[src/hrsd_pkg.sv]
`timescale 1ns / 1ps
// ----------------------------------------------------------------------------
// hrsd_pkg
// Shared types, codes and character helpers for the response stream decoder.
// ----------------------------------------------------------------------------
package hrsd_pkg;

  // Default sizes
  localparam int unsigned WORD_WIDTH_DEF      = 32;
  localparam int unsigned ACK_COUNT_WIDTH_DEF = 16;
  localparam int unsigned LIMIT_W             = 4;
  localparam logic [LIMIT_W-1:0] IDLE_LIMIT_RST = 4'd3;

  // Request modes
  localparam logic [1:0] MODE_BYTE    = 2'd0;
  localparam logic [1:0] MODE_CLR_ACK = 2'd1;
  localparam logic [1:0] MODE_CLR_INT = 2'd2;

  // Command letters
  localparam logic [7:0] CMD_ADDR  = 8'h41;  // 'A'
  localparam logic [7:0] CMD_READ  = 8'h52;  // 'R'
  localparam logic [7:0] CMD_IDLE  = 8'h5a;  // 'Z'
  localparam logic [7:0] CMD_ACK   = 8'h4b;  // 'K'
  localparam logic [7:0] CMD_RESET = 8'h54;  // 'T'
  localparam logic [7:0] CMD_INT   = 8'h49;  // 'I'
  localparam logic [7:0] CMD_ERR   = 8'h45;  // 'E'

  localparam logic [6:0] FILL_CHAR = 7'h7f;

  typedef enum logic [2:0] {
    EV_READ  = 3'd0,
    EV_ACK   = 3'd1,
    EV_INT   = 3'd2,
    EV_ERROR = 3'd3,
    EV_ADDR  = 3'd4,
    EV_RESET = 3'd5,
    EV_ABORT = 3'd6
  } hrsd_event_t;

  // Flags and event code that travel with a result
  typedef struct packed {
    hrsd_event_t event_res;
    logic        address_valid;
    logic        address_increments;
    logic        interrupt_pending;
    logic        bus_error_seen;
  } hrsd_status_t;

  // '0'..'9' or 'a'..'f'
  function automatic logic is_hex_digit(input logic [7:0] b);
    return (b >= 8'h30 && b <= 8'h39) || (b >= 8'h61 && b <= 8'h66);
  endfunction

  // Nibble value of a hex digit; letters sit at low nibble 1..6
  function automatic logic [3:0] hex_value(input logic [7:0] b);
    return (b <= 8'h39) ? b[3:0] : (b[3:0] + 4'd9);
  endfunction

  // Space, tab, newline, vertical tab, form feed, carriage return
  function automatic logic is_blank(input logic [7:0] b);
    return (b == 8'h20) || (b >= 8'h09 && b <= 8'h0d);
  endfunction

endpackage

[src/hrsd_in_stage.sv]
`timescale 1ns / 1ps
// ----------------------------------------------------------------------------
// hrsd_in_stage
// Input register: holds one request until the decode stage consumes it.
// ----------------------------------------------------------------------------
module hrsd_in_stage (
  input  logic       clk,
  input  logic       rst_n,
  input  logic       in_valid,
  output logic       in_ready,
  input  logic [1:0] in_mode,
  input  logic [7:0] in_rx_byte,
  input  logic       advance,
  output logic       req_valid,
  output logic [1:0] req_mode,
  output logic [7:0] req_byte
);
  import hrsd_pkg::*;

  logic       valid_r;
  logic [1:0] mode_r;
  logic [7:0] byte_r;

  assign in_ready  = !valid_r || advance;
  assign req_valid = valid_r;
  assign req_mode  = mode_r;
  assign req_byte  = byte_r;

  // Valid flag
  always_ff @(posedge clk) begin
    if (!rst_n) begin
      valid_r <= 1'b0;
    end else if (in_valid && in_ready) begin
      valid_r <= 1'b1;
    end else if (advance) begin
      valid_r <= 1'b0;
    end
  end

  // Payload capture
  always_ff @(posedge clk) begin
    if (in_valid && in_ready) begin
      mode_r <= in_mode;
      byte_r <= in_rx_byte;
    end
  end

endmodule

[src/hrsd_core.sv]
`timescale 1ns / 1ps
// ----------------------------------------------------------------------------
// hrsd_core
// Decode of one request against the tracked bus state; emits at most one event.
// ----------------------------------------------------------------------------
module hrsd_core #(
  parameter int unsigned WORD_WIDTH      = hrsd_pkg::WORD_WIDTH_DEF,
  parameter int unsigned ACK_COUNT_WIDTH = hrsd_pkg::ACK_COUNT_WIDTH_DEF
) (
  input  logic                          clk,
  input  logic                          rst_n,
  input  logic                          cfg_wr_en,
  input  logic [hrsd_pkg::LIMIT_W-1:0]  cfg_wr_data,
  input  logic                          fire,
  input  logic [1:0]                    req_mode,
  input  logic [7:0]                    req_byte,
  output logic                          ev_valid,
  output hrsd_pkg::hrsd_status_t        ev_status,
  output logic [WORD_WIDTH-1:0]         ev_data,
  output logic [WORD_WIDTH-1:0]         ev_address,
  output logic [ACK_COUNT_WIDTH-1:0]    ev_ack_total
);
  import hrsd_pkg::*;

  logic [LIMIT_W-1:0]         limit_r,    limit_nxt;
  logic [WORD_WIDTH-1:0]      acc_r,      acc_nxt;
  logic [7:0]                 pend_r,     pend_nxt;
  logic                       space_r,    space_nxt;
  logic [WORD_WIDTH-1:0]      addr_r,     addr_nxt;
  logic                       known_r,    known_nxt;
  logic                       incr_r,     incr_nxt;
  logic [ACK_COUNT_WIDTH-1:0] ack_r,      ack_nxt;
  logic                       int_r,      int_nxt;
  logic                       err_r,      err_nxt;
  logic [LIMIT_W-1:0]         idle_r,     idle_nxt;
  hrsd_event_t                evt;
  logic [WORD_WIDTH-1:0]      data;

  // Next-state decode
  always_comb begin
    limit_nxt = limit_r;
    acc_nxt   = acc_r;
    pend_nxt  = pend_r;
    space_nxt = space_r;
    addr_nxt  = addr_r;
    known_nxt = known_r;
    incr_nxt  = incr_r;
    ack_nxt   = ack_r;
    int_nxt   = int_r;
    err_nxt   = err_r;
    idle_nxt  = idle_r;
    ev_valid  = 1'b0;
    evt       = EV_READ;
    data      = '0;

    if (cfg_wr_en) begin
      limit_nxt = cfg_wr_data;
      idle_nxt  = cfg_wr_data;
    end else if (fire) begin
      case (req_mode)
        MODE_CLR_ACK: ack_nxt = '0;
        MODE_CLR_INT: int_nxt = 1'b0;
        MODE_BYTE: begin
          if (req_byte[6:0] == FILL_CHAR) begin
            // idle fill, dropped
          end else if (is_hex_digit(req_byte)) begin
            space_nxt = 1'b0;
            acc_nxt   = {acc_r[WORD_WIDTH-5:0], hex_value(req_byte)};
          end else begin
            // Close the pending response
            if (!space_r) begin
              case (pend_r)
                CMD_READ: begin
                  if (incr_r) addr_nxt = addr_r + WORD_WIDTH'(4);
                  data     = acc_r;
                  idle_nxt = limit_r;
                  evt      = EV_READ;
                  ev_valid = 1'b1;
                end
                CMD_ACK: begin
                  if (incr_r) addr_nxt = addr_r + WORD_WIDTH'(4);
                  if (ack_r != '1) ack_nxt = ack_r + ACK_COUNT_WIDTH'(1);
                  evt      = EV_ACK;
                  ev_valid = 1'b1;
                end
                CMD_INT: begin
                  int_nxt  = 1'b1;
                  evt      = EV_INT;
                  ev_valid = 1'b1;
                end
                CMD_ERR: begin
                  err_nxt  = 1'b1;
                  evt      = EV_ERROR;
                  ev_valid = 1'b1;
                end
                CMD_IDLE: begin
                  if (idle_r <= LIMIT_W'(1)) begin
                    idle_nxt = limit_r;
                    evt      = EV_ABORT;
                    ev_valid = 1'b1;
                  end else begin
                    idle_nxt = idle_r - LIMIT_W'(1);
                  end
                end
                CMD_ADDR: begin
                  known_nxt = 1'b1;
                  incr_nxt  = !acc_r[0];
                  addr_nxt  = {acc_r[WORD_WIDTH-1:2], 2'b00};
                  data      = {acc_r[WORD_WIDTH-1:2], 2'b00};
                  evt       = EV_ADDR;
                  ev_valid  = 1'b1;
                end
                CMD_RESET: begin
                  known_nxt = 1'b0;
                  err_nxt   = 1'b0;
                  evt       = EV_RESET;
                  ev_valid  = 1'b1;
                end
                default: ;
              endcase
            end
            // Whitespace never becomes a command
            if (is_blank(req_byte)) begin
              space_nxt = 1'b1;
            end else begin
              pend_nxt  = req_byte;
              space_nxt = 1'b0;
            end
            acc_nxt = '0;
          end
        end
        default: ;
      endcase
    end
  end

  // Result fields reflect state after this request
  assign ev_status.event_res          = evt;
  assign ev_status.address_valid      = known_nxt;
  assign ev_status.address_increments = incr_nxt;
  assign ev_status.interrupt_pending  = int_nxt;
  assign ev_status.bus_error_seen     = err_nxt;
  assign ev_data      = data;
  assign ev_address   = addr_nxt;
  assign ev_ack_total = ack_nxt;

  // Tracked state
  always_ff @(posedge clk) begin
    if (!rst_n) begin
      limit_r <= IDLE_LIMIT_RST;
      acc_r   <= '0;
      pend_r  <= '0;
      space_r <= 1'b1;
      addr_r  <= '0;
      known_r <= 1'b0;
      incr_r  <= 1'b0;
      ack_r   <= '0;
      int_r   <= 1'b0;
      err_r   <= 1'b0;
      idle_r  <= IDLE_LIMIT_RST;
    end else begin
      limit_r <= limit_nxt;
      acc_r   <= acc_nxt;
      pend_r  <= pend_nxt;
      space_r <= space_nxt;
      addr_r  <= addr_nxt;
      known_r <= known_nxt;
      incr_r  <= incr_nxt;
      ack_r   <= ack_nxt;
      int_r   <= int_nxt;
      err_r   <= err_nxt;
      idle_r  <= idle_nxt;
    end
  end

  // Events come only from a consumed request
  a_ev_needs_fire: assert property (@(posedge clk) disable iff (!rst_n)
    ev_valid |-> fire)
    else $error("event without a consumed request");

  // Error event leaves the sticky flag set
  a_err_sticky: assert property (@(posedge clk) disable iff (!rst_n)
    (ev_valid && ev_status.event_res == EV_ERROR) |=> err_r)
    else $error("error flag not set after error event");

  // Ack counter moves only on a consumed request
  a_ack_hold: assert property (@(posedge clk) disable iff (!rst_n)
    !fire |=> $stable(ack_r))
    else $error("ack counter changed without a request");

endmodule

[src/hrsd_out_stage.sv]
`timescale 1ns / 1ps
// ----------------------------------------------------------------------------
// hrsd_out_stage
// Result register: holds one event until the consumer takes it.
// ----------------------------------------------------------------------------
module hrsd_out_stage #(
  parameter int unsigned WORD_WIDTH      = hrsd_pkg::WORD_WIDTH_DEF,
  parameter int unsigned ACK_COUNT_WIDTH = hrsd_pkg::ACK_COUNT_WIDTH_DEF
) (
  input  logic                          clk,
  input  logic                          rst_n,
  output logic                          take,
  input  logic                          ev_load,
  input  hrsd_pkg::hrsd_status_t        ev_status,
  input  logic [WORD_WIDTH-1:0]         ev_data,
  input  logic [WORD_WIDTH-1:0]         ev_address,
  input  logic [ACK_COUNT_WIDTH-1:0]    ev_ack_total,
  output logic                          out_valid,
  input  logic                          out_ready,
  output hrsd_pkg::hrsd_status_t        out_status,
  output logic [WORD_WIDTH-1:0]         out_data,
  output logic [WORD_WIDTH-1:0]         out_address,
  output logic [ACK_COUNT_WIDTH-1:0]    out_ack
);
  import hrsd_pkg::*;

  logic                       valid_r;
  hrsd_status_t               status_r;
  logic [WORD_WIDTH-1:0]      data_r;
  logic [WORD_WIDTH-1:0]      addr_r;
  logic [ACK_COUNT_WIDTH-1:0] ack_r;

  // Register is free when empty or drained this cycle
  assign take        = !valid_r || out_ready;
  assign out_valid   = valid_r;
  assign out_status  = status_r;
  assign out_data    = data_r;
  assign out_address = addr_r;
  assign out_ack     = ack_r;

  always_ff @(posedge clk) begin
    if (!rst_n) begin
      valid_r <= 1'b0;
    end else if (take) begin
      valid_r <= ev_load;
    end
  end

  always_ff @(posedge clk) begin
    if (take && ev_load) begin
      status_r <= ev_status;
      data_r   <= ev_data;
      addr_r   <= ev_address;
      ack_r    <= ev_ack_total;
    end
  end

endmodule

[src/hex_response_stream_decoder_unit.sv]
`timescale 1ns / 1ps
// An accepted request is decoded from the input register into the result register.
// Throughput: one request per cycle; the input register, the decode and the result
// register form a two-register pipeline that stalls only when the result is not taken.
// Reset (rst_n low, synchronous): pipeline emptied, decoder state cleared, idle
// limit and idle countdown set to 3.
// ----------------------------------------------------------------------------
// hex_response_stream_decoder_unit
// Decodes a hex-coded bus response byte stream into bus events.
// ----------------------------------------------------------------------------
module hex_response_stream_decoder_unit #(
  parameter int unsigned WORD_WIDTH      = hrsd_pkg::WORD_WIDTH_DEF,
  parameter int unsigned ACK_COUNT_WIDTH = hrsd_pkg::ACK_COUNT_WIDTH_DEF
) (
  input  logic                          clk,
  input  logic                          rst_n,
  input  logic                          cfg_wr_en,
  input  logic [hrsd_pkg::LIMIT_W-1:0]  cfg_wr_data,
  input  logic                          in_valid,
  output logic                          in_ready,
  input  logic [1:0]                    in_mode,
  input  logic [7:0]                    in_rx_byte,
  output logic                          out_valid,
  input  logic                          out_ready,
  output logic [2:0]                    out_event_res,
  output logic [WORD_WIDTH-1:0]         out_data_word,
  output logic [WORD_WIDTH-1:0]         out_current_address,
  output logic                          out_address_valid,
  output logic                          out_address_increments,
  output logic [ACK_COUNT_WIDTH-1:0]    out_ack_total,
  output logic                          out_interrupt_pending,
  output logic                          out_bus_error_seen
);
  import hrsd_pkg::*;

  logic                       take;
  logic                       req_valid;
  logic [1:0]                 req_mode;
  logic [7:0]                 req_byte;
  logic                       fire;
  logic                       ev_valid;
  hrsd_status_t               ev_status;
  logic [WORD_WIDTH-1:0]      ev_data;
  logic [WORD_WIDTH-1:0]      ev_address;
  logic [ACK_COUNT_WIDTH-1:0] ev_ack_total;
  hrsd_status_t               out_status;

  // Decode a held request once the result register can take its outcome
  assign fire = req_valid && take;

  hrsd_in_stage u_in (
    .clk        (clk),
    .rst_n      (rst_n),
    .in_valid   (in_valid),
    .in_ready   (in_ready),
    .in_mode    (in_mode),
    .in_rx_byte (in_rx_byte),
    .advance    (take),
    .req_valid  (req_valid),
    .req_mode   (req_mode),
    .req_byte   (req_byte)
  );

  hrsd_core #(
    .WORD_WIDTH      (WORD_WIDTH),
    .ACK_COUNT_WIDTH (ACK_COUNT_WIDTH)
  ) u_core (
    .clk          (clk),
    .rst_n        (rst_n),
    .cfg_wr_en    (cfg_wr_en),
    .cfg_wr_data  (cfg_wr_data),
    .fire         (fire),
    .req_mode     (req_mode),
    .req_byte     (req_byte),
    .ev_valid     (ev_valid),
    .ev_status    (ev_status),
    .ev_data      (ev_data),
    .ev_address   (ev_address),
    .ev_ack_total (ev_ack_total)
  );

  hrsd_out_stage #(
    .WORD_WIDTH      (WORD_WIDTH),
    .ACK_COUNT_WIDTH (ACK_COUNT_WIDTH)
  ) u_out (
    .clk          (clk),
    .rst_n        (rst_n),
    .take         (take),
    .ev_load      (ev_valid),
    .ev_status    (ev_status),
    .ev_data      (ev_data),
    .ev_address   (ev_address),
    .ev_ack_total (ev_ack_total),
    .out_valid    (out_valid),
    .out_ready    (out_ready),
    .out_status   (out_status),
    .out_data     (out_data_word),
    .out_address  (out_current_address),
    .out_ack      (out_ack_total)
  );

  // Unpack status flags onto the result ports
  assign out_event_res          = out_status.event_res;
  assign out_address_valid      = out_status.address_valid;
  assign out_address_increments = out_status.address_increments;
  assign out_interrupt_pending  = out_status.interrupt_pending;
  assign out_bus_error_seen     = out_status.bus_error_seen;

endmodule

[config.mk]
export PLATFORM = sky130hd
export DESIGN_NAME = hex_response_stream_decoder_unit
export DESIGN_NICKNAME = d
export VERILOG_FILES = /design/src/hrsd_pkg.sv /design/src/hrsd_in_stage.sv /design/src/hrsd_core.sv /design/src/hrsd_out_stage.sv /design/src/hex_response_stream_decoder_unit.sv
export SDC_FILE = /design/constraint.sdc
export NUM_CORES = 1
export LEC_CHECK = 0
export BUFFER_PORTS_ARGS = -buffer_cell sky130_fd_sc_hd__buf_2
export CAP_MARGIN = 30
export CORE_AREA = 2 2 184 132
export DETAILED_ROUTE_END_ITERATION = 8
export DIE_AREA = 0 0 186 134
export HOLD_SLACK_MARGIN = 0.12
export PLACE_DENSITY_LB_ADDON = 0.08
export SLEW_MARGIN = 20
export SYNTH_ARGS = -nofsm -noshare
export SYNTH_HDL_FRONTEND = slang
export SYNTH_SLANG_ARGS = --single-unit
[constraint.sdc]
create_clock -name clk -period 19.6 [get_ports clk]
set_clock_uncertainty 0.05 [all_clocks]
set_input_delay 5.88 -clock clk [delete_from_list [all_inputs] [get_ports clk]]
set_output_delay 5.88 -clock clk [all_outputs]
set_load 0.01 [all_outputs]
==> results of run 1 <==
==> cells in the final DEF, fill, tap and decap left out, types with 10 or more instances in the layout <==
cell type  instances
buf_2            107
dfxtp_1          103
edfxtp_1          97
nand2_1           72
and2_1            71
nor2_1            64
nand3_1           64
a21oi_1           50
nand4_1           27
o21ai_0           26
and3_1            19
inv_1             18
nor3_1            18
clkbuf_16         17
o31ai_1           15
xor2_1            13
buf_4             12
a22oi_1           10
==> registers in the layout, indices dropped and copies added (netlist names), 7 cells and up <==
signal / flops
u_core.acc_r: 32
u_core.pend_r: 8
u_out.out_address: 32
u_out.out_ack: 16
u_core.addr_r: 32
u_out.out_data: 32
u_in.req_byte: 8
u_core.ack_r: 16
u_out.out_status: 7
==> logic make-up after synthesis <==
group	after synthesis	share of synthesized area, %
AOI/OAI and AO/OA	184	13.9
muxes	10	1.13
xor gates and xnor gates	19	1.83
and+or+nand+nor	406	24.0
DFF	200	54.7
adders and majority gates	8	1.10
buffers and inverters	74	3.37
==> metal layers <==
layer,track usage (%),up-vias,share of wire (%)
li1,-,3507,-
met1,32.0,3482,53
met2,28.1,207,41
met3,3.64,29,5.1
met4,6.43,0,1.3
met5,0,-,0
==> final timing paths <==
check / to / slack [ns] / cells past startpoint
setup / recovery: in_ready / 7.10 / 4
hold / removal: u_core.addr_r[0] / 0.43 / 1
setup reg to reg: u_out.out_data[6] / 15.45 / 10
hold reg to reg: u_core.addr_r[0] / 0.43 / 1
==> layout make-up <==
class	instances	area, um^2
multi-input cells	627	3840
flip-flops and latches	200	4970
clock inverters	11	123
well taps	318	398
repair buffers	122	673
fillers	2265	12700
inverters	18	67.6
clock buffers	21	450
==> per-stage QoR <==
stage	cells	setup slack, ns
2_1_floorplan	901	7.40
3_3_place_gp	1281	7.15
4_1_cts	1314	7.12
3_5_place_dp	1282	7.12
6_report	1317	7.10
5_1_grt	1317	7.03
==> power groups by stage <==
| stage | sequential, mW | combinational (mW) | clock [mW] |
|---|---|---|---|
| after floorplan | 0.449 | 0.0173 | 0 |
| after global placement | 0.452 | 0.0236 | 0 |
| after detailed placement | 0.452 | 0.0237 | 0 |
| after CTS | 0.442 | 0.0238 | 0.358 |
| after global routing | 0.443 | 0.0265 | 0.373 |
| final | 0.442 | 0.0237 | 0.350 |
==> flow_metrics.py, run 1 <==
metrics = {
    "grt": {
        "grt-ovfl-total": 0,
        "grt_max_degree": 74,
        "antenna_found_initial": 0,
        "grt.total_usage_pct": 20.4,
        "grt_pass1_vias": 6940,
        "grt_pass1_wl_um": 39000,
    },
    "critical_path": {
        "setup.worst_path.start": "out_ready",
        "cp-start-kind": "input port",
        "timing.rr.start": "u_in.req_byte[0]",
        "critical-path-max-stage-delay_ns": 0.30,
        "endpoint_kind": "output port",
        "cp_common_cell": "buf_2",
        "cp_slowest_cell": "nor2b_1",
        "worstPathRequired_ns": 13.67,
        "crit_chain": "buf_2, nor2b_1, nand2_1, buf_2",
        "timing.critical_path.buf_inv": 2,
        "crit_family": "simple AND/OR/NAND/NOR gates",
        "arrival_ns": 6.57,
        "worstSetupPathType": "input port to output port",
        "worstPathMaxFanout": 6,
    },
    "synth": {
        "synth_nets": 928,
        "avgSynthCellArea_um2": 10.1,
        "postSynthCellCount": 901,
        "synth_seq_cells": 200,
        "synth_cell_types": 72,
        "seq_area_frac_synth_pct": 54.7,
        "synth_area_leaders": "edfxtp_1 (32%), dfxtp_1 (23%), and2_1 (4.9%)",
        "yosysTopAreaCell": "edfxtp_1",
        "synth_edf_count": 97,
        "synth_area_mm2": 0.00909,
        "yosys.area.top_type_share_pct": 32.0,
        "yosysWarnings": 0,
        "ys.flop_type": "dfxtp_1",
        "post-synth-top-count-cell": "dfxtp_1",
        "async_reset_ff_share_pct": 0,
        "synth_commonest_cells": "dfxtp_1 (103), edfxtp_1 (97), nand2_1 (72)",
    },
    "detailed_routing": {
        "routed_via_density": 5.49,
        "vias": 7225,
        "drtIter0Drc": 516,
        "ant_nets": 0,
        "post_drt_wl_per_cell_um": 18.7,
        "drc": 0,
        "drtPass1Iterations": 5,
        "routed_wl_um": 24600,
    },
    "power_and_ir_drop": {
        "power.leakage_nw": 3.55,
        "p_int_uw": 637,
        "p_total_uw": 816,
        "power.share.clock_pct": 42.9,
        "switching_share_pct": 21.9,
        "vdd.ir_drop.worst_mv": 0.0602,
        "pwr-share-comb_pct": 2.9,
        "p_seq_share_pct": 54.2,
        "power.switching_uw": 179,
        "powerDensity_mw_per_mm2": 77.5,
    },
    "run_status": {
        "status": "complete, no violations",
    },
    "clocking": {
        "cts_root_buf": "clkbuf_16",
        "cts_tree": "built",
        "cts_buffers": 17,
        "clockBufferDepth": 2,
        "post-cts-setup-buffers": 0,
        "clkSinkCount": 200,
        "clock_latency_ns": 0.44,
        "htreeDepth": 4,
        "cts_resized": 0,
        "clk_pin_slew_ns": 0.07,
        "ctsHoldBuffers": 0,
    },
    "finish": {
        "final_area_mm2": 0.0105,
        "drive_gt1_share_pct": 16.4,
        "area_delta_synth_final_pct": 15.8,
        "diodes": 0,
        "utilization_pct": 45.3,
        "nNetsFinal": 1013,
    },
    "floorplan": {
        "row_count": 47,
        "core_mm2": 0.0232,
        "die_area_mm2": 0.0249,
        "ios": 108,
        "die_w_um": 186,
        "die_h_um": 134,
        "initial_core_util_pct": 39.1,
    },
    "timing": {
        "finalCritPeriodShare_pct": 63.8,
        "fmax_mhz": 80.0,
        "setup_viol": 0,
        "relSlewSlack_pct": 40.4,
        "tightest_slew_ns": 0.872,
        "fin_tns_setup_ns": 0,
        "hold_violations": 0,
        "period_needed_ns": 12.50,
        "hold_ws_ns": 0.430,
        "grt_setup_unrepaired": "false",
        "slew_viol_final": 0,
    },
    "placed_design": {
        "place_area_mm2": 0.00991,
        "io_buffer_count": 107,
        "gp_congestion": 0.826,
        "hpwl_um": 16400,
    },
    "min_path": {
        "min_from": "u_core.addr_r[0]",
        "worstHoldPathType": "register to register",
    },
    "flow_run": {
        "maxCapViolCount": 0,
    },
}
Note: power is estimated with default switching activity, not from simulation.
==> run 2, diff against run 1 <==
==> constraint.sdc (replaced) <==
create_clock -name clk -period 12.5 [get_ports clk]
set_clock_uncertainty 0.05 [all_clocks]
set_input_delay 3.75 -clock clk [delete_from_list [all_inputs] [get_ports clk]]
set_output_delay 3.75 -clock clk [all_outputs]
set_load 0.01 [all_outputs]
==> flow_metrics.py, run 2 (synthesized netlist as in run 1, its figures left out) <==
metrics = {
    "finish": {
        "utilization_pct": 45.2,
        "multi_input_area_mm2": 0.00384,
        "nNetsFinal": 1012,
        "final_common_cell": "buf_2",
        "fill_cells": 2195,
        "layout.cells.non_filler": 1316,
        "area_delta_synth_final_pct": 15.6,
        "final_area_mm2": 0.0105,
        "diodes": 0,
        "regArea_mm2": 0.00497,
        "final_cell_mix": "buf_2 (107), dfxtp_1 (103), edfxtp_1 (97), nand2_1 (72), and2_1 (71)",
        "drive_gt1_share_pct": 16.6,
    },
    "floorplan": {
        "die_area_mm2": 0.0249,
        "initial_core_util_pct": 39.1,
        "die_w_um": 186,
        "core_mm2": 0.0232,
        "row_count": 47,
        "die_h_um": 134,
        "ios": 108,
    },
    "placed_design": {
        "gp_congestion": 0.849,
        "dpl_worst_slack_ns": 4.30,
        "hpwl_um": 16600,
        "io_buffer_count": 107,
        "place_area_mm2": 0.00991,
        "post-place-cells": 1282,
    },
    "detailed_routing": {
        "post_drt_wl_per_cell_um": 18.5,
        "ant_nets": 0,
        "vias": 7213,
        "routed_via_density": 5.48,
        "routed_wl_um": 24400,
        "drc": 0,
        "drtIter0Drc": 566,
        "drtPass1Iterations": 5,
    },
    "critical_path": {
        "arrival_ns": 4.40,
        "crit_family": "simple AND/OR/NAND/NOR gates",
        "timing.critical_path.buf_inv": 2,
        "worstPathRequired_ns": 8.70,
        "reg2reg_to": "u_out.out_address[5]",
        "ff2ff_path_depth": 10,
        "r2r_setup_slack_ns": 8.37,
        "cp-start-kind": "input port",
        "worstPathMaxFanout": 6,
        "cp_slowest_cell": "nor2b_1",
        "cp_common_cell": "buf_2",
        "critical-path-max-stage-delay_ns": 0.29,
        "worstSetupPathType": "input port to output port",
        "crit_chain": "buf_2, nor2b_1, nand2_1, buf_2",
        "critPathCapture": "in_ready",
        "endpoint_kind": "output port",
        "timing.rr.start": "u_in.req_byte[1]",
        "cp.depth": 4,
        "setup.worst_path.start": "out_ready",
    },
    "clocking": {
        "ctsHoldBuffers": 0,
        "clk_pin_slew_ns": 0.07,
        "htreeDepth": 4,
        "clockBufferDepth": 2,
        "cts_root_buf": "clkbuf_16",
        "cts_resized": 0,
        "cts_tree": "built",
        "clkSinkCount": 200,
        "clock_latency_ns": 0.45,
        "post-cts-setup-buffers": 0,
        "cts_buffers": 17,
    },
    "grt": {
        "grt_pass1_vias": 6795,
        "grt_pass1_wl_um": 38600,
        "grt_max_degree": 74,
        "grt-ovfl-total": 0,
        "grt.total_usage_pct": 20.2,
        "antenna_found_initial": 0,
    },
    "min_path": {
        "worstHoldPathType": "register to register",
    },
    "flow_run": {
        "maxCapViolCount": 0,
    },
    "timing": {
        "setup_viol": 0,
        "fin_tns_setup_ns": 0,
        "finalCritPeriodShare_pct": 65.6,
        "fmax_mhz": 122,
        "relSlewSlack_pct": 35.8,
        "hold_violations": 0,
        "worst_slack_ns": 4.30,
        "period_needed_ns": 8.20,
        "slew_viol_final": 0,
        "grt_setup_unrepaired": "false",
        "hold_ws_ns": 0.417,
        "tightest_slew_ns": 0.963,
    },
    "power_and_ir_drop": {
        "p_total_mw": 1.27,
        "power.leakage_nw": 3.50,
        "powerDensity_mw_per_mm2": 121,
        "vdd.ir_drop.worst_mv": 0.0915,
    },
    "run_status": {
        "status": "complete, no violations",
    },
}
==> run 2: changes by cell type in the layout (fill, tap and decap cells not counted) <==
cell        previous run  this run
inv_6                  2         3
clkinv_2               3         2
clkinv_4               3         4
inv_8                  0         2
buf_8                  1         0
clkbuf_1               3         0
bufinv_16              2         1
clkinvlp_4             0         2
clkbuf_8               1         0
==> run 2: area by class of cell <==
cell class	instances	area share, %
well taps	318	3.79
flip-flops and latches	200	47.3
inverters	18	0.643
clock inverters	15	1.36
clock buffers	17	4.05
repair buffers	121	6.26
multi-input cells	627	36.6
==> run 2: how the worst min path moves through the flow <==
stage,slack (ns),end,cells past startpoint,from
floorplan,0.39,u_core.acc_r[30],2,u_core.acc_r[30]
global placement,0.40,u_core.acc_r[28],2,u_core.acc_r[28]
detailed placement,0.41,u_core.acc_r[28],2,u_core.acc_r[28]
CTS,0.42,u_core.acc_r[28],2,u_core.acc_r[28]
global route,0.45,u_core.acc_r[28],2,u_core.acc_r[28]
finish,0.42,u_core.acc_r[28],2,u_core.acc_r[28]
==> run 2: power by group <==
group / total (mW) / switching, mW / internal (mW)
registers: 0.694 / 0.00770 / 0.686
logic: 0.0371 / 0.0248 / 0.0122
clock network: 0.539 / 0.260 / 0.279
==> run 2: tightest hold or removal path: stages (launching register included) <==
cell and delay, ns:
dfxtp_1 0.32, nand2_1 0.06, a21oi_1 0.05
==> run 2: metal layers <==
metal,GRT usage (%),part of all wire [%]
met2,28.1,42
met3,4.37,5.3
met4,5.21,1.1
met1,31.5,52
met5,0,0
